### src/design/periodic_oneshot_timer_bank_assert.svh
// Assertion macros for the periodic and one-shot timer bank.
// Included by the top level; needs nothing else.
`ifndef PERIODIC_ONESHOT_TIMER_BANK_ASSERT_SVH
`define PERIODIC_ONESHOT_TIMER_BANK_ASSERT_SVH

`ifndef ASSERT_OFF

`define ASSERT_ALWAYS(lbl, clk, rst_n, cond) \
    lbl: assert property (@(posedge clk) disable iff (!rst_n) (cond)) \
        else $error("timer bank assertion failed");

`define ASSERT_IMPLY(lbl, clk, rst_n, ante, cons) \
    lbl: assert property (@(posedge clk) disable iff (!rst_n) (ante) |-> (cons)) \
        else $error("timer bank assertion failed");

`define ASSERT_IMPLY_NEXT(lbl, clk, rst_n, ante, cons) \
    lbl: assert property (@(posedge clk) disable iff (!rst_n) (ante) |=> (cons)) \
        else $error("timer bank assertion failed");

`else

`define ASSERT_ALWAYS(lbl, clk, rst_n, cond)
`define ASSERT_IMPLY(lbl, clk, rst_n, ante, cons)
`define ASSERT_IMPLY_NEXT(lbl, clk, rst_n, ante, cons)

`endif

`endif

### src/design/potb_pkg.sv
// Shared types and constants of the periodic and one-shot timer bank.
// Stand-alone package; used by periodic_oneshot_timer_bank.
`timescale 1ns / 1ps

package potb_pkg;

    localparam int NUM_TIMERS  = 8;
    localparam int IDX_W       = (NUM_TIMERS > 1) ? $clog2(NUM_TIMERS) : 1;
    localparam int MAX_RESULTS = 8;
    localparam int CNT_W       = $clog2(MAX_RESULTS + 1);

    localparam int MIN_IV_W    = 20;
    localparam logic [MIN_IV_W-1:0] MIN_IV_RESET = 20'd1000;
    localparam int MS_TO_US    = 1000;

    localparam int S_TDATA_W   = 64;
    localparam int M_TDATA_W   = 8;

    // Input modes.
    localparam logic [2:0] MODE_TICK    = 3'd0;
    localparam logic [2:0] MODE_CREATE  = 3'd1;
    localparam logic [2:0] MODE_DESTROY = 3'd2;
    localparam logic [2:0] MODE_START   = 3'd3;
    localparam logic [2:0] MODE_STOP    = 3'd4;
    localparam logic [2:0] MODE_SETFL   = 3'd5;
    localparam logic [2:0] MODE_SETIV   = 3'd6;
    localparam logic [2:0] MODE_NONE    = 3'd7;

    // Result status codes.
    localparam logic [1:0] ST_OK       = 2'd0;
    localparam logic [1:0] ST_ZERO_IV  = 2'd1;
    localparam logic [1:0] ST_NO_FREE  = 2'd2;
    localparam logic [1:0] ST_NOT_USED = 2'd3;

    // Result kinds.
    localparam logic KIND_ACK  = 1'b0;
    localparam logic KIND_FIRE = 1'b1;

    typedef struct packed {
        logic used;
        logic notify;
        logic direct;
        logic auto_rep;
        logic enabled;
    } t_slot_flags;

endpackage

### src/design/periodic_oneshot_timer_bank.sv
// A command is captured, then executed in CMD, which puts its single result in the output
// register once that register is free; the unused mode gives no result. A tick visits one
// slot a cycle unless stalled on the output, set by the single read port of the interval
// and start memories. One item at a time; a new item is taken once the previous one is finished.
// Reset (synchronous, active low) frees every slot and loads min_interval_us with 1000;
// the interval and start memories are not cleared and need no clearing pass.
`timescale 1ns / 1ps

`include "periodic_oneshot_timer_bank_assert.svh"

module periodic_oneshot_timer_bank
    import potb_pkg::*;
(
    input  logic                  i_clk,
    input  logic                  i_rst_n,

    // Configuration: min_interval_us, written whenever i_cfg_we is high.
    input  logic                  i_cfg_we,
    input  logic [MIN_IV_W-1:0]   i_cfg_wdata,

    input  logic                  s_axis_tvalid,
    output logic                  s_axis_tready,
    // tdata, from bit 0: target_slot[3], now_us[32], interval_ms[23], flag_bits[3],
    // notify[1], two zero pad bits.
    input  logic [S_TDATA_W-1:0]  s_axis_tdata,
    // tuser: mode[3].
    input  logic [2:0]            s_axis_tuser,

    output logic                  m_axis_tvalid,
    input  logic                  m_axis_tready,
    // tdata, from bit 0: status[2], slot[3], direct[1], two zero pad bits.
    output logic [M_TDATA_W-1:0]  m_axis_tdata,
    // tuser: kind[1].
    output logic                  m_axis_tuser,
    output logic                  m_axis_tlast
);

    // The sequencer has four states. IDLE waits for a transfer, CMD executes a command or
    // starts a tick, SCAN evaluates one slot per cycle unless stalled, FLUSH releases the held fire result.
    localparam logic [1:0] S_IDLE  = 2'd0;
    localparam logic [1:0] S_CMD   = 2'd1;
    localparam logic [1:0] S_SCAN  = 2'd2;
    localparam logic [1:0] S_FLUSH = 2'd3;

    logic [1:0]          r_state, n_state;

    // Captured input item.
    logic [2:0]          r_mode, n_mode;
    logic [2:0]          r_tgt, n_tgt;
    logic [31:0]         r_now, n_now;
    logic [22:0]         r_ms, n_ms;
    logic [2:0]          r_fl, n_fl;
    logic                r_nt, n_nt;

    logic [MIN_IV_W-1:0] r_min;

    // Slot flags live in flip-flops: they have a reset value and the create search
    // looks at every used bit at once.
    t_slot_flags         r_flags [NUM_TIMERS];
    t_slot_flags         n_flags [NUM_TIMERS];

    // Interval and period start of each slot, one synchronous memory each.
    logic [31:0]         r_mem_iv [NUM_TIMERS];
    logic [31:0]         r_mem_st [NUM_TIMERS];
    logic [31:0]         r_iv_q;
    logic [31:0]         r_st_q;
    logic [IDX_W-1:0]    w_raddr;
    logic                w_iv_we;
    logic [IDX_W-1:0]    w_iv_waddr;
    logic [31:0]         w_iv_wdata;
    logic                w_st_we;
    logic [IDX_W-1:0]    w_st_waddr;

    // Tick scan bookkeeping.
    logic [IDX_W-1:0]    r_eidx, n_eidx;
    logic [CNT_W-1:0]    r_nres, n_nres;

    // A fire result is held back one step so that the last one of a tick can carry tlast.
    logic                r_pvld, n_pvld;
    logic [2:0]          r_pslot, n_pslot;
    logic                r_pdir, n_pdir;

    // Output register.
    logic                r_ovld, n_ovld;
    logic                r_okind, n_okind;
    logic [1:0]          r_ostat, n_ostat;
    logic [2:0]          r_oslot, n_oslot;
    logic                r_odir, n_odir;
    logic                r_olast, n_olast;

    // Decode helpers.
    logic [32:0]         w_prod;
    logic [31:0]         w_ms_us;
    logic [31:0]         w_create_iv;
    logic                w_free_found;
    logic [IDX_W-1:0]    w_free_idx;
    logic                w_tgt_in;
    logic [IDX_W-1:0]    w_tidx;
    t_slot_flags         w_tflags;
    t_slot_flags         w_eflags;
    logic [31:0]         w_elapsed;
    logic                w_hit;
    logic                w_fire;
    logic                w_stall;
    logic                w_out_free;

    assign s_axis_tready = (r_state == S_IDLE);

    assign m_axis_tvalid = r_ovld;
    assign m_axis_tdata  = {2'b00, r_odir, r_oslot, r_ostat};
    assign m_axis_tuser  = r_okind;
    assign m_axis_tlast  = r_olast;

    // Milliseconds to microseconds, wrapping modulo 2^32; create then raises it to the minimum.
    assign w_prod      = {10'd0, r_ms} * 33'(MS_TO_US);
    assign w_ms_us     = w_prod[31:0];
    assign w_create_iv = (w_ms_us < {12'd0, r_min}) ? {12'd0, r_min} : w_ms_us;

    // Lowest free slot for create.
    always_comb begin
        w_free_found = 1'b0;
        w_free_idx   = '0;
        for (int k = NUM_TIMERS - 1; k >= 0; k--) begin
            if (!r_flags[k].used) begin
                w_free_found = 1'b1;
                w_free_idx   = IDX_W'(k);
            end
        end
    end

    // The addressed slot; a target beyond the bank reads as a free slot.
    assign w_tgt_in = (int'(r_tgt) < NUM_TIMERS);
    assign w_tidx   = IDX_W'(r_tgt);
    assign w_tflags = w_tgt_in ? r_flags[w_tidx] : '0;

    // Expiry test of the slot under evaluation, against the registered memory read.
    assign w_eflags   = r_flags[r_eidx];
    assign w_elapsed  = r_now - r_st_q;
    assign w_hit      = w_eflags.used && w_eflags.enabled && (w_elapsed >= r_iv_q);
    assign w_fire     = w_hit && w_eflags.notify && (r_nres < CNT_W'(MAX_RESULTS));
    assign w_out_free = !r_ovld || m_axis_tready;
    // A second fire result finds the holding stage full and the output blocked: wait.
    assign w_stall    = (r_state == S_SCAN) && w_fire && r_pvld && !w_out_free;

    always_comb begin
        n_state    = r_state;
        n_mode     = r_mode;
        n_tgt      = r_tgt;
        n_now      = r_now;
        n_ms       = r_ms;
        n_fl       = r_fl;
        n_nt       = r_nt;
        n_flags    = r_flags;
        n_eidx     = r_eidx;
        n_nres     = r_nres;
        n_pvld     = r_pvld;
        n_pslot    = r_pslot;
        n_pdir     = r_pdir;
        n_ovld     = r_ovld && !m_axis_tready;
        n_okind    = r_okind;
        n_ostat    = r_ostat;
        n_oslot    = r_oslot;
        n_odir     = r_odir;
        n_olast    = r_olast;
        w_raddr    = r_eidx + IDX_W'(1);
        w_iv_we    = 1'b0;
        w_iv_waddr = w_tidx;
        w_iv_wdata = w_ms_us;
        w_st_we    = 1'b0;
        w_st_waddr = w_tidx;

        unique case (r_state)
            S_IDLE: begin
                if (s_axis_tvalid) begin
                    n_mode  = s_axis_tuser;
                    n_tgt   = s_axis_tdata[2:0];
                    n_now   = s_axis_tdata[34:3];
                    n_ms    = s_axis_tdata[57:35];
                    n_fl    = s_axis_tdata[60:58];
                    n_nt    = s_axis_tdata[61];
                    n_state = S_CMD;
                end
            end

            S_CMD: begin
                if (r_mode == MODE_TICK) begin
                    w_raddr = '0;
                    n_eidx  = '0;
                    n_nres  = '0;
                    n_state = S_SCAN;
                end else if (r_mode == MODE_NONE) begin
                    n_state = S_IDLE;
                end else if (w_out_free) begin
                    n_ovld  = 1'b1;
                    n_okind = KIND_ACK;
                    n_odir  = 1'b0;
                    n_olast = 1'b1;
                    n_ostat = ST_OK;
                    n_oslot = r_tgt;
                    n_state = S_IDLE;
                    if (r_mode == MODE_CREATE) begin
                        n_oslot = 3'd0;
                        if (r_ms == '0) begin
                            n_ostat = ST_ZERO_IV;
                        end else if (!w_free_found) begin
                            n_ostat = ST_NO_FREE;
                        end else begin
                            n_oslot             = 3'(w_free_idx);
                            n_flags[w_free_idx] = {1'b1, r_nt, r_fl};
                            w_iv_we             = 1'b1;
                            w_iv_waddr          = w_free_idx;
                            w_iv_wdata          = w_create_iv;
                            w_st_we             = 1'b1;
                            w_st_waddr          = w_free_idx;
                        end
                    end else if (!w_tflags.used) begin
                        n_ostat = ST_NOT_USED;
                    end else begin
                        case (r_mode)
                            MODE_DESTROY: begin
                                n_flags[w_tidx] = '0;
                            end
                            MODE_START: begin
                                n_flags[w_tidx].enabled = 1'b1;
                                w_st_we                 = 1'b1;
                            end
                            MODE_STOP: begin
                                n_flags[w_tidx].enabled = 1'b0;
                            end
                            MODE_SETFL: begin
                                n_flags[w_tidx] = {1'b1, w_tflags.notify, r_fl};
                                w_st_we         = r_fl[0];
                            end
                            default: begin
                                // Set interval: stored as converted, without the minimum.
                                w_iv_we = 1'b1;
                                w_st_we = w_tflags.enabled;
                            end
                        endcase
                    end
                end
            end

            S_SCAN: begin
                if (w_stall) begin
                    w_raddr = r_eidx;
                end else begin
                    if (w_hit) begin
                        if (w_eflags.auto_rep) begin
                            w_st_we    = 1'b1;
                            w_st_waddr = r_eidx;
                        end else begin
                            n_flags[r_eidx].enabled = 1'b0;
                        end
                    end
                    if (w_fire) begin
                        if (r_pvld) begin
                            n_ovld  = 1'b1;
                            n_okind = KIND_FIRE;
                            n_ostat = ST_OK;
                            n_oslot = r_pslot;
                            n_odir  = r_pdir;
                            n_olast = 1'b0;
                        end
                        n_pvld  = 1'b1;
                        n_pslot = 3'(r_eidx);
                        n_pdir  = w_eflags.direct;
                        n_nres  = r_nres + CNT_W'(1);
                    end
                    if (r_eidx == IDX_W'(NUM_TIMERS - 1)) begin
                        n_state = S_FLUSH;
                    end else begin
                        n_eidx = r_eidx + IDX_W'(1);
                    end
                end
            end

            S_FLUSH: begin
                if (!r_pvld) begin
                    n_state = S_IDLE;
                end else if (w_out_free) begin
                    n_ovld  = 1'b1;
                    n_okind = KIND_FIRE;
                    n_ostat = ST_OK;
                    n_oslot = r_pslot;
                    n_odir  = r_pdir;
                    n_olast = 1'b1;
                    n_pvld  = 1'b0;
                    n_state = S_IDLE;
                end
            end

            default: begin
                n_state = S_IDLE;
            end
        endcase
    end

    // Interval and start memories: one write port and one registered read port each.
    // During a scan the write goes to the slot just evaluated while the read fetches the
    // next one, so the two never meet on one entry.
    always_ff @(posedge i_clk) begin
        if (w_iv_we) begin
            r_mem_iv[w_iv_waddr] <= w_iv_wdata;
        end
        if (w_st_we) begin
            r_mem_st[w_st_waddr] <= r_now;
        end
        r_iv_q <= r_mem_iv[w_raddr];
        r_st_q <= r_mem_st[w_raddr];
    end

    always_ff @(posedge i_clk) begin
        if (!i_rst_n) begin
            r_state <= S_IDLE;
            r_min   <= MIN_IV_RESET;
            r_eidx  <= '0;
            r_nres  <= '0;
            r_pvld  <= 1'b0;
            r_ovld  <= 1'b0;
            for (int k = 0; k < NUM_TIMERS; k++) begin
                r_flags[k] <= '0;
            end
        end else begin
            r_state <= n_state;
            if (i_cfg_we) begin
                r_min <= i_cfg_wdata;
            end
            r_eidx  <= n_eidx;
            r_nres  <= n_nres;
            r_pvld  <= n_pvld;
            r_ovld  <= n_ovld;
            r_flags <= n_flags;
        end
    end

    always_ff @(posedge i_clk) begin
        r_mode  <= n_mode;
        r_tgt   <= n_tgt;
        r_now   <= n_now;
        r_ms    <= n_ms;
        r_fl    <= n_fl;
        r_nt    <= n_nt;
        r_pslot <= n_pslot;
        r_pdir  <= n_pdir;
        r_okind <= n_okind;
        r_ostat <= n_ostat;
        r_oslot <= n_oslot;
        r_odir  <= n_odir;
        r_olast <= n_olast;
    end

    // A held fire result never outlives its tick.
    `ASSERT_IMPLY(a_pend_idle, i_clk, i_rst_n, r_state == S_IDLE, !r_pvld)
    // A tick never reports more fire results than the cap.
    `ASSERT_ALWAYS(a_res_cap, i_clk, i_rst_n, r_nres <= CNT_W'(MAX_RESULTS))
    // Every accepted item enters CMD in the next cycle.
    `ASSERT_IMPLY_NEXT(a_acc_cmd, i_clk, i_rst_n, s_axis_tvalid && s_axis_tready, r_state == S_CMD)
    // A stalled scan keeps its slot and its held result.
    `ASSERT_IMPLY_NEXT(a_stall_hold, i_clk, i_rst_n, w_stall, $stable(r_eidx) && r_pvld)

endmodule

### config.mk
export PLATFORM = sky130hd
export DESIGN_NAME = periodic_oneshot_timer_bank
export DESIGN_NICKNAME = d
export VERILOG_FILES = /design/src/design/potb_pkg.sv /design/src/design/periodic_oneshot_timer_bank.sv
export VERILOG_INCLUDE_DIRS = /design/src /design/src/design
export SDC_FILE = /design/constraint.sdc
export NUM_CORES = 1
export LEC_CHECK = 0
export BUFFER_PORTS_ARGS = -buffer_cell sky130_fd_sc_hd__buf_2
export CAP_MARGIN = 20
export CORE_MARGIN = 1.5
export CORE_UTILIZATION = 57
export DETAILED_ROUTE_END_ITERATION = 7
export PLACE_DENSITY = 0.79
export SETUP_SLACK_MARGIN = 0.02
export SLEW_MARGIN = 20
export SYNTH_ARGS = -nofsm -noshare
export SYNTH_HDL_FRONTEND = slang
export SYNTH_SLANG_ARGS = --single-unit
### constraint.sdc
create_clock -name i_clk -period 7.04 [get_ports i_clk]
set_input_delay 1.056 -clock i_clk [delete_from_list [all_inputs] [get_ports i_clk]]
set_output_delay 1.056 -clock i_clk [all_outputs]
set_load 0.02 [all_outputs]
==> flow_metrics.tcl, run 1 <==
set metrics [dict create \
    cts_sinks 724 \
    numPortBuffers 99 \
    vias 24407 \
    antenna_found_initial 1 \
    cts_tree "built" \
    final_net_count 3366 \
    fin_skew_ps 22.3 \
    wl_met2_mm 41.5 \
    power_density_nw_per_um2 383 \
    rsz0062_at_grt "yes" \
    worstMarginPinSlew_ps 1140 \
    reg2reg_depth 25 \
    grt_pass1_wl_mm 132 \
    ys_seq_area_share_pct 57.4 \
    cts_hold_buf 0 \
    fillCellCount 4409 \
    firstDrtPassIters 6 \
    min_period_ps 6910 \
    hold_violations 0 \
    final_antenna_net_count 0 \
    syn_to_final_growth_pct 13.7 \
    ys_top_cells_by_count "edfxtp_1 (589), and3_1 (272), a211oi_1 (268)" \
    worstReg2RegEnd "r_mem_iv[4][0]" \
    die_area_um2 63800 \
    ys_types 88 \
    synth_edf_count 589 \
    track_usage_pct 26.5 \
    grt_pass1_vias 24430 \
    top_layer_used "met4" \
    cts_buffer_depth 3 \
    async_flop_share_pct 0 \
    coreArea_um2 61600 \
    io_pins 104 \
    cp-endpoint "r_mem_iv[4][0]" \
    synth.cell_area_um2 35500 \
    finalCritPeriodShare_pct 98.2 \
    start_util_pct 57.7 \
    ys_seq_elements 724 \
    cts_max_level 3 \
    holdWs_ps 475 \
    yosysTopAreaCellShare_pct 49.8 \
    synthFlopType "edfxtp_1" \
    viasPerCell 6.21 \
    final_util_pct 65.6 \
    grt_max_degree 132 \
    diodes 0 \
    yosysMostFrequentCell "edfxtp_1" \
    clk_latency_ps 640 \
    finalSetupTns_ps 0 \
    routabilityCongestion 0.950 \
    ctsRootBufferMaster "clkbuf_16" \
    finalSetupViolCount 0 \
    status "completed" \
    met1Wirelength_mm 34.8 \
    routed_wirelength_mm 84.6 \
    cp.arrival_ps 7390 \
    cap_violations 0 \
    fin_cells 3930 \
    drive_gt1_share_pct 13.4 \
    leakage_nw 15.3 \
    dr.first_iter.drc_count 2300 \
    ys_top_cells_by_area "edfxtp_1 (50%), dfxtp_1 (7.6%), ha_1 (5.7%)" \
    drc 0 \
    dp_cells 3773 \
    cp-startpoint "r_ms[2]" \
    max_freq_ghz 0.145 \
    pre_cts_ws_ps -83.5 \
    yosys.area.top_type "edfxtp_1" \
    synthCells 2912 \
    wl_met3_mm 5.97 \
    relSlewSlack_pct 23.6 \
    hp-class "register to register" \
    final_max_slew_viol_count 0 \
    hpwl_mm 53.2 \
    num_rows 91 \
    grt-ovfl-total 0 \
    cts_made_buffers 77 \
    ys.warnings.count 0 \
    cp_max_fo 8 \
    crit_required_ps 7520 \
    end_kind "register" \
    post_drt_wl_per_cell_um 21.5 \
    die_x_um 253 \
    clk_pin_slew_worst_paths_ps 60 \
    worst_slack_ps 129 \
    reg2reg_from "r_ms[2]" \
    reg2reg_slack_ps 130 \
    criticalPathCategory "register to register" \
    syn_avg_cell_area_um2 12.2 \
    die_h_um 253 \
    critPathLaunchType "register" \
    peakVddDrop_mv 0.343 \
]
[how the worst min path moves through the flow]
stage / startpoint / endpoint / cells after the start
floorplan: r_eidx[1] / r_pslot[1] / 0
global placement: r_flags[36] / r_flags[36] / 1
detailed placement: r_flags[27] / r_flags[27] / 1
CTS: r_flags[27] / r_flags[27] / 1
global route: r_flags[36] / r_flags[36] / 1
finish: r_flags[27] / r_flags[27] / 1
[per-layer routing]
layer,vias to the layer above,track usage (%)
li1,11170,-
met1,12018,35.5
met2,1033,44.5
met3,186,4.02
met4,0,8.23
met5,-,0
[cell families (layout without fill, tap and decap cells)]
group | Yosys count | after routing | share of synthesized area, %
AND/OR/NAND/NOR | 766 | 766 | 11.8
AO/OA/AOI/OAI | 660 | 660 | 12.8
buffers and inverters | 413 | 593 | 4.57
flip-flops | 724 | 724 | 57.4
other | 1 | 2 | 0.0106
adder cells (fa/ha/maj) | 244 | 244 | 10.3
XOR/XNOR | 54 | 54 | 1.33
multiplexers | 50 | 50 | 1.72
[metrics by stage]
step                      instance area, µm²  power [mW]
final                                  40400        15.5
after global routing                   40400        16.3
after CTS                              40100        15.1
after detailed placement               37500        11.0
after global placement                 37500        10.7
after floorplan                        35500        9.60
[worst max-delay path: stages (launching register included)]
cell and delay [ps]:
edfxtp_1 400, buf_6 140, fa_1 520, fa_1 520, inv_2 40, fa_1 460
fa_1 530, inv_2 50, ha_4 210, o211ai_1 120, o211ai_1 170, and2_4 180
a31o_4 240, a21o_1 190, a21oi_2 180, xnor2_2 100, ha_1 310, and4_4 160
a211oi_2 190, and3_1 180, nand4_1 170, or4_1 530, or4b_4 560, nor4_4 230
buf_4 190, and2_4 190
[area by class of cell]
type | instances | area (µm²) | area share (%)
Tap cell | 837 | 1050 | 2.59
Timing Repair Buffer | 207 | 1640 | 4.05
Inverter | 244 | 928 | 2.30
Multi-Input combinational cell | 1776 | 13800 | 34.2
Clock buffer | 93 | 2080 | 5.15
Sequential cell | 724 | 20400 | 50.5
Clock inverter | 49 | 502 | 1.24
[state kept, by name, summed over array words and instances, names as in the netlist, 2 cells and up]
signal / cells
r_eidx: 3
r_fl: 3
r_flags: 40
r_iv_q: 32
r_mem_iv: 256
r_mem_st: 256
r_min: 20
r_mode: 3
r_ms: 23
r_now: 32
r_nres: 4
r_oslot: 3
r_ostat: 2
r_pslot: 3
r_st_q: 32
r_state: 2
r_tgt: 3
[power breakdown]
part	total [mW]	leakage, nW	internal (mW)	switching, mW
logic	5.36	7.53	1.95	3.42
registers	6.04	6.51	5.94	0.103
clock network	4.09	1.26	2.39	1.70
[what timing repair did]
item / 4_1_cts / 5_1_grt
hold endpoints to repair: 0 / 0
endpoints found under the setup margin: 24 / 420
resized for setup: 4 / 41
buffers inserted: 0 / 15
pin swaps: 0 / 25
[cells in the final DEF, fill, tap and decap left out, types with 14 or more instances in the layout]
cell / count
edfxtp_1: 589
and3_1: 272
a211oi_1: 267
inv_1: 232
ha_1: 153
dfxtp_1: 135
nand2_1: 122
a21oi_1: 109
nor2_1: 105
buf_2: 99
o21ai_0: 88
fa_1: 83
buf_4: 81
clkbuf_16: 80
nor4_1: 66
nor2b_1: 44
xnor2_1: 39
a21o_1: 32
o211ai_1: 29
nand3_1: 26
buf_12: 26
nor3_1: 25
mux2i_1: 24
nand2b_1: 19
nand4_1: 18
o21a_1: 15
clkinv_1: 15
xor2_1: 14
clkinv_2: 14
No activity file was read; power rests on OpenSTA's default activity.
==> inputs of run 2 (changes only) <==
--- a/config.mk
+++ b/config.mk
@@ -8,6 +8,7 @@
 export LEC_CHECK = 0
 export BUFFER_PORTS_ARGS = -buffer_cell sky130_fd_sc_hd__buf_2
 export CAP_MARGIN = 20
+export CORE_ASPECT_RATIO = 0.8
 export CORE_MARGIN = 1.5
 export CORE_UTILIZATION = 57
 export DETAILED_ROUTE_END_ITERATION = 7
==> constraint.sdc (replaced) <==
create_clock -name i_clk -period 6.3 [get_ports i_clk]
set_input_delay 0.945 -clock i_clk [delete_from_list [all_inputs] [get_ports i_clk]]
set_output_delay 0.945 -clock i_clk [all_outputs]
set_load 0.02 [all_outputs]
==> flow_metrics.tcl, run 2 (synthesis results as in run 1) <==
set metrics [dict create \
    die_area_um2 63800 \
    met3_usage_pct 4.18 \
    reg2reg_from "r_ms[3]" \
    cts_made_buffers 72 \
    grt-ovfl-total 0 \
    firstDrtPassIters 5 \
    grt-busiest-layer "met2" \
    cts_max_level 3 \
    cp-startpoint "r_ms[3]" \
    final_antenna_net_count 0 \
    holdWs_ps 474 \
    vias 25395 \
    power_density_nw_per_um2 460 \
    worstMarginPinSlew_ps 1060 \
    pre_cts_ws_ps -601 \
    routed_wirelength_mm 93.1 \
    crit_slowest_cell "fa_1" \
    grt_max_degree 82 \
    max_freq_ghz 0.147 \
    clk_latency_ps 640 \
    multi_input_area_um2 14000 \
    use_met1_pct 40.6 \
    numPortBuffers 99 \
    criticalPathCategory "register to register" \
    cts_hold_buf 0 \
    reg2reg_slack_ps -500 \
    coreArea_um2 61300 \
    fin_cells 4020 \
    grt_pass1_wl_mm 143 \
    dp_cells 3860 \
    viasPerCell 6.32 \
    hold_violations 0 \
    drc 0 \
    cts_buffer_depth 3 \
    cts_tree "built" \
    cp_max_fo 8 \
    hpwl_mm 58.0 \
    die_h_um 226 \
    num_rows 81 \
    path_common_cell "fa_1" \
    fillCellCount 4148 \
    rsz0062_at_grt "yes" \
    worstReg2RegEnd "r_mem_iv[3][13]" \
    hp-class "input pin to register" \
    fin_skew_ps 35.9 \
    grt_pass1_vias 25432 \
    finalCritPeriodShare_pct 108 \
    leakage_nw 15.9 \
    ctsRootBufferMaster "clkbuf_16" \
    worst_slack_ps -498 \
    grt_use_met2_pct 47.6 \
    cts_sinks 724 \
    layout_commonest_cell "edfxtp_1" \
    reg2reg_depth 26 \
    track_usage_pct 29.3 \
    final_max_slew_viol_count 0 \
    routabilityCongestion 0.949 \
    finalSetupViolCount 160 \
    relSlewSlack_pct 29.1 \
    seq_area_um2 20400 \
    slowest_delay_ps 510 \
    min_period_ps 6800 \
    critPathLaunchType "register" \
    cp-endpoint "r_mem_iv[3][13]" \
    antenna_found_initial 3 \
    syn_to_final_growth_pct 16.6 \
    status "finished with violations" \
    final_util_pct 67.5 \
    cap_violations 0 \
    cp.arrival_ps 7160 \
    mostFrequentLayoutCells "edfxtp_1 (589), and3_1 (272), a211oi_1 (265), inv_1 (232), buf_4 (176)" \
    start_util_pct 57.9 \
    drive_gt1_share_pct 16.9 \
    final_net_count 3466 \
    violations "negative setup slack" \
    post_drt_wl_per_cell_um 23.2 \
    crit_required_ps 6670 \
    die_x_um 282 \
    clk_pin_slew_worst_paths_ps 60 \
    top_regs "r_mem_iv (256), r_mem_st (256), r_flags (40)" \
    peakVddDrop_mv 0.615 \
    diodes 0 \
    io_pins 104 \
    end_kind "register" \
    dr.first_iter.drc_count 2879 \
]
-- run 2: cell types whose count changed in the layout (fill, tap and decap cells not counted), moves of 4 or more --
cell / before / now
a21oi_2: 2 / 6
mux2_1: 7 / 0
buf_4: 81 / 176
clkinv_2: 14 / 7
buf_12: 26 / 34
mux2_4: 0 / 14
mux2_2: 12 / 5
a21oi_1: 109 / 105
clkbuf_16: 80 / 74
clkinv_1: 15 / 11
-- run 2: metrics by stage --
stage	area (µm²)	power (mW)	setup TNS (ps)
global route	41400	19.9	-108600
finish	41400	19.1	-65170
floorplan	35600	11.0	-43960
global placement	38400	13.4	-18660
detailed placement	38400	13.7	-49850
CTS	41200	18.6	-35260
-- run 2: critical path: cells and delay by family (launching register included) --
kind	cells	cell delay, ps
mux	1	360
simple gates	8	1320
buf+inv	6	910
flops	1	420
xor+xnor	1	320
compound gates	4	780
fa+ha+maj	6	2410
-- run 2: worst min-delay path by stage --
stage | startpoint | end | slack [ps] | cells past startpoint
after floorplan | r_eidx[1] | r_pslot[1] | 430 | 0
after global placement | r_flags[27] | r_flags[27] | 450 | 1
after detailed placement | r_flags[37] | r_flags[37] | 470 | 1
after CTS | s_axis_tdata[34] | r_now[31] | 450 | 1
after global routing | s_axis_tdata[32] | r_now[29] | 470 | 1
final | s_axis_tdata[34] | r_now[31] | 470 | 1
-- run 2: cell type report --
cell class,count,share of cell area [%]
Clock buffer,89,4.70
Clock inverter,45,1.45
Inverter,244,2.22
Multi-Input combinational cell,1776,33.7
Sequential cell,724,49.2
Tap cell,830,2.51
Timing Repair Buffer,312,6.15
-- run 2: repair_timing --
item                                    CTS  global route
pin swaps                                 4            10
gates resized for setup                  31            22
setup buffers                            10            15
endpoints found under the setup margin  194           513
gates cloned                              0             1
-- run 2: routing by layer --
metal  routed length (µm)  share of wire [%]
met3                 7750                8.3
met2                44700                 48
met4                 2850                3.1
met5                   12              0.013
met1                37700                 41
-- run 2: power breakdown --
group	total [mW]	internal [mW]	leakage [nW]	switching (mW)
registers	6.72	6.61	6.51	0.115
logic	7.78	3.36	8.16	4.42
clock network	4.55	2.65	1.22	1.90
total	19.1	12.6	15.9	6.43
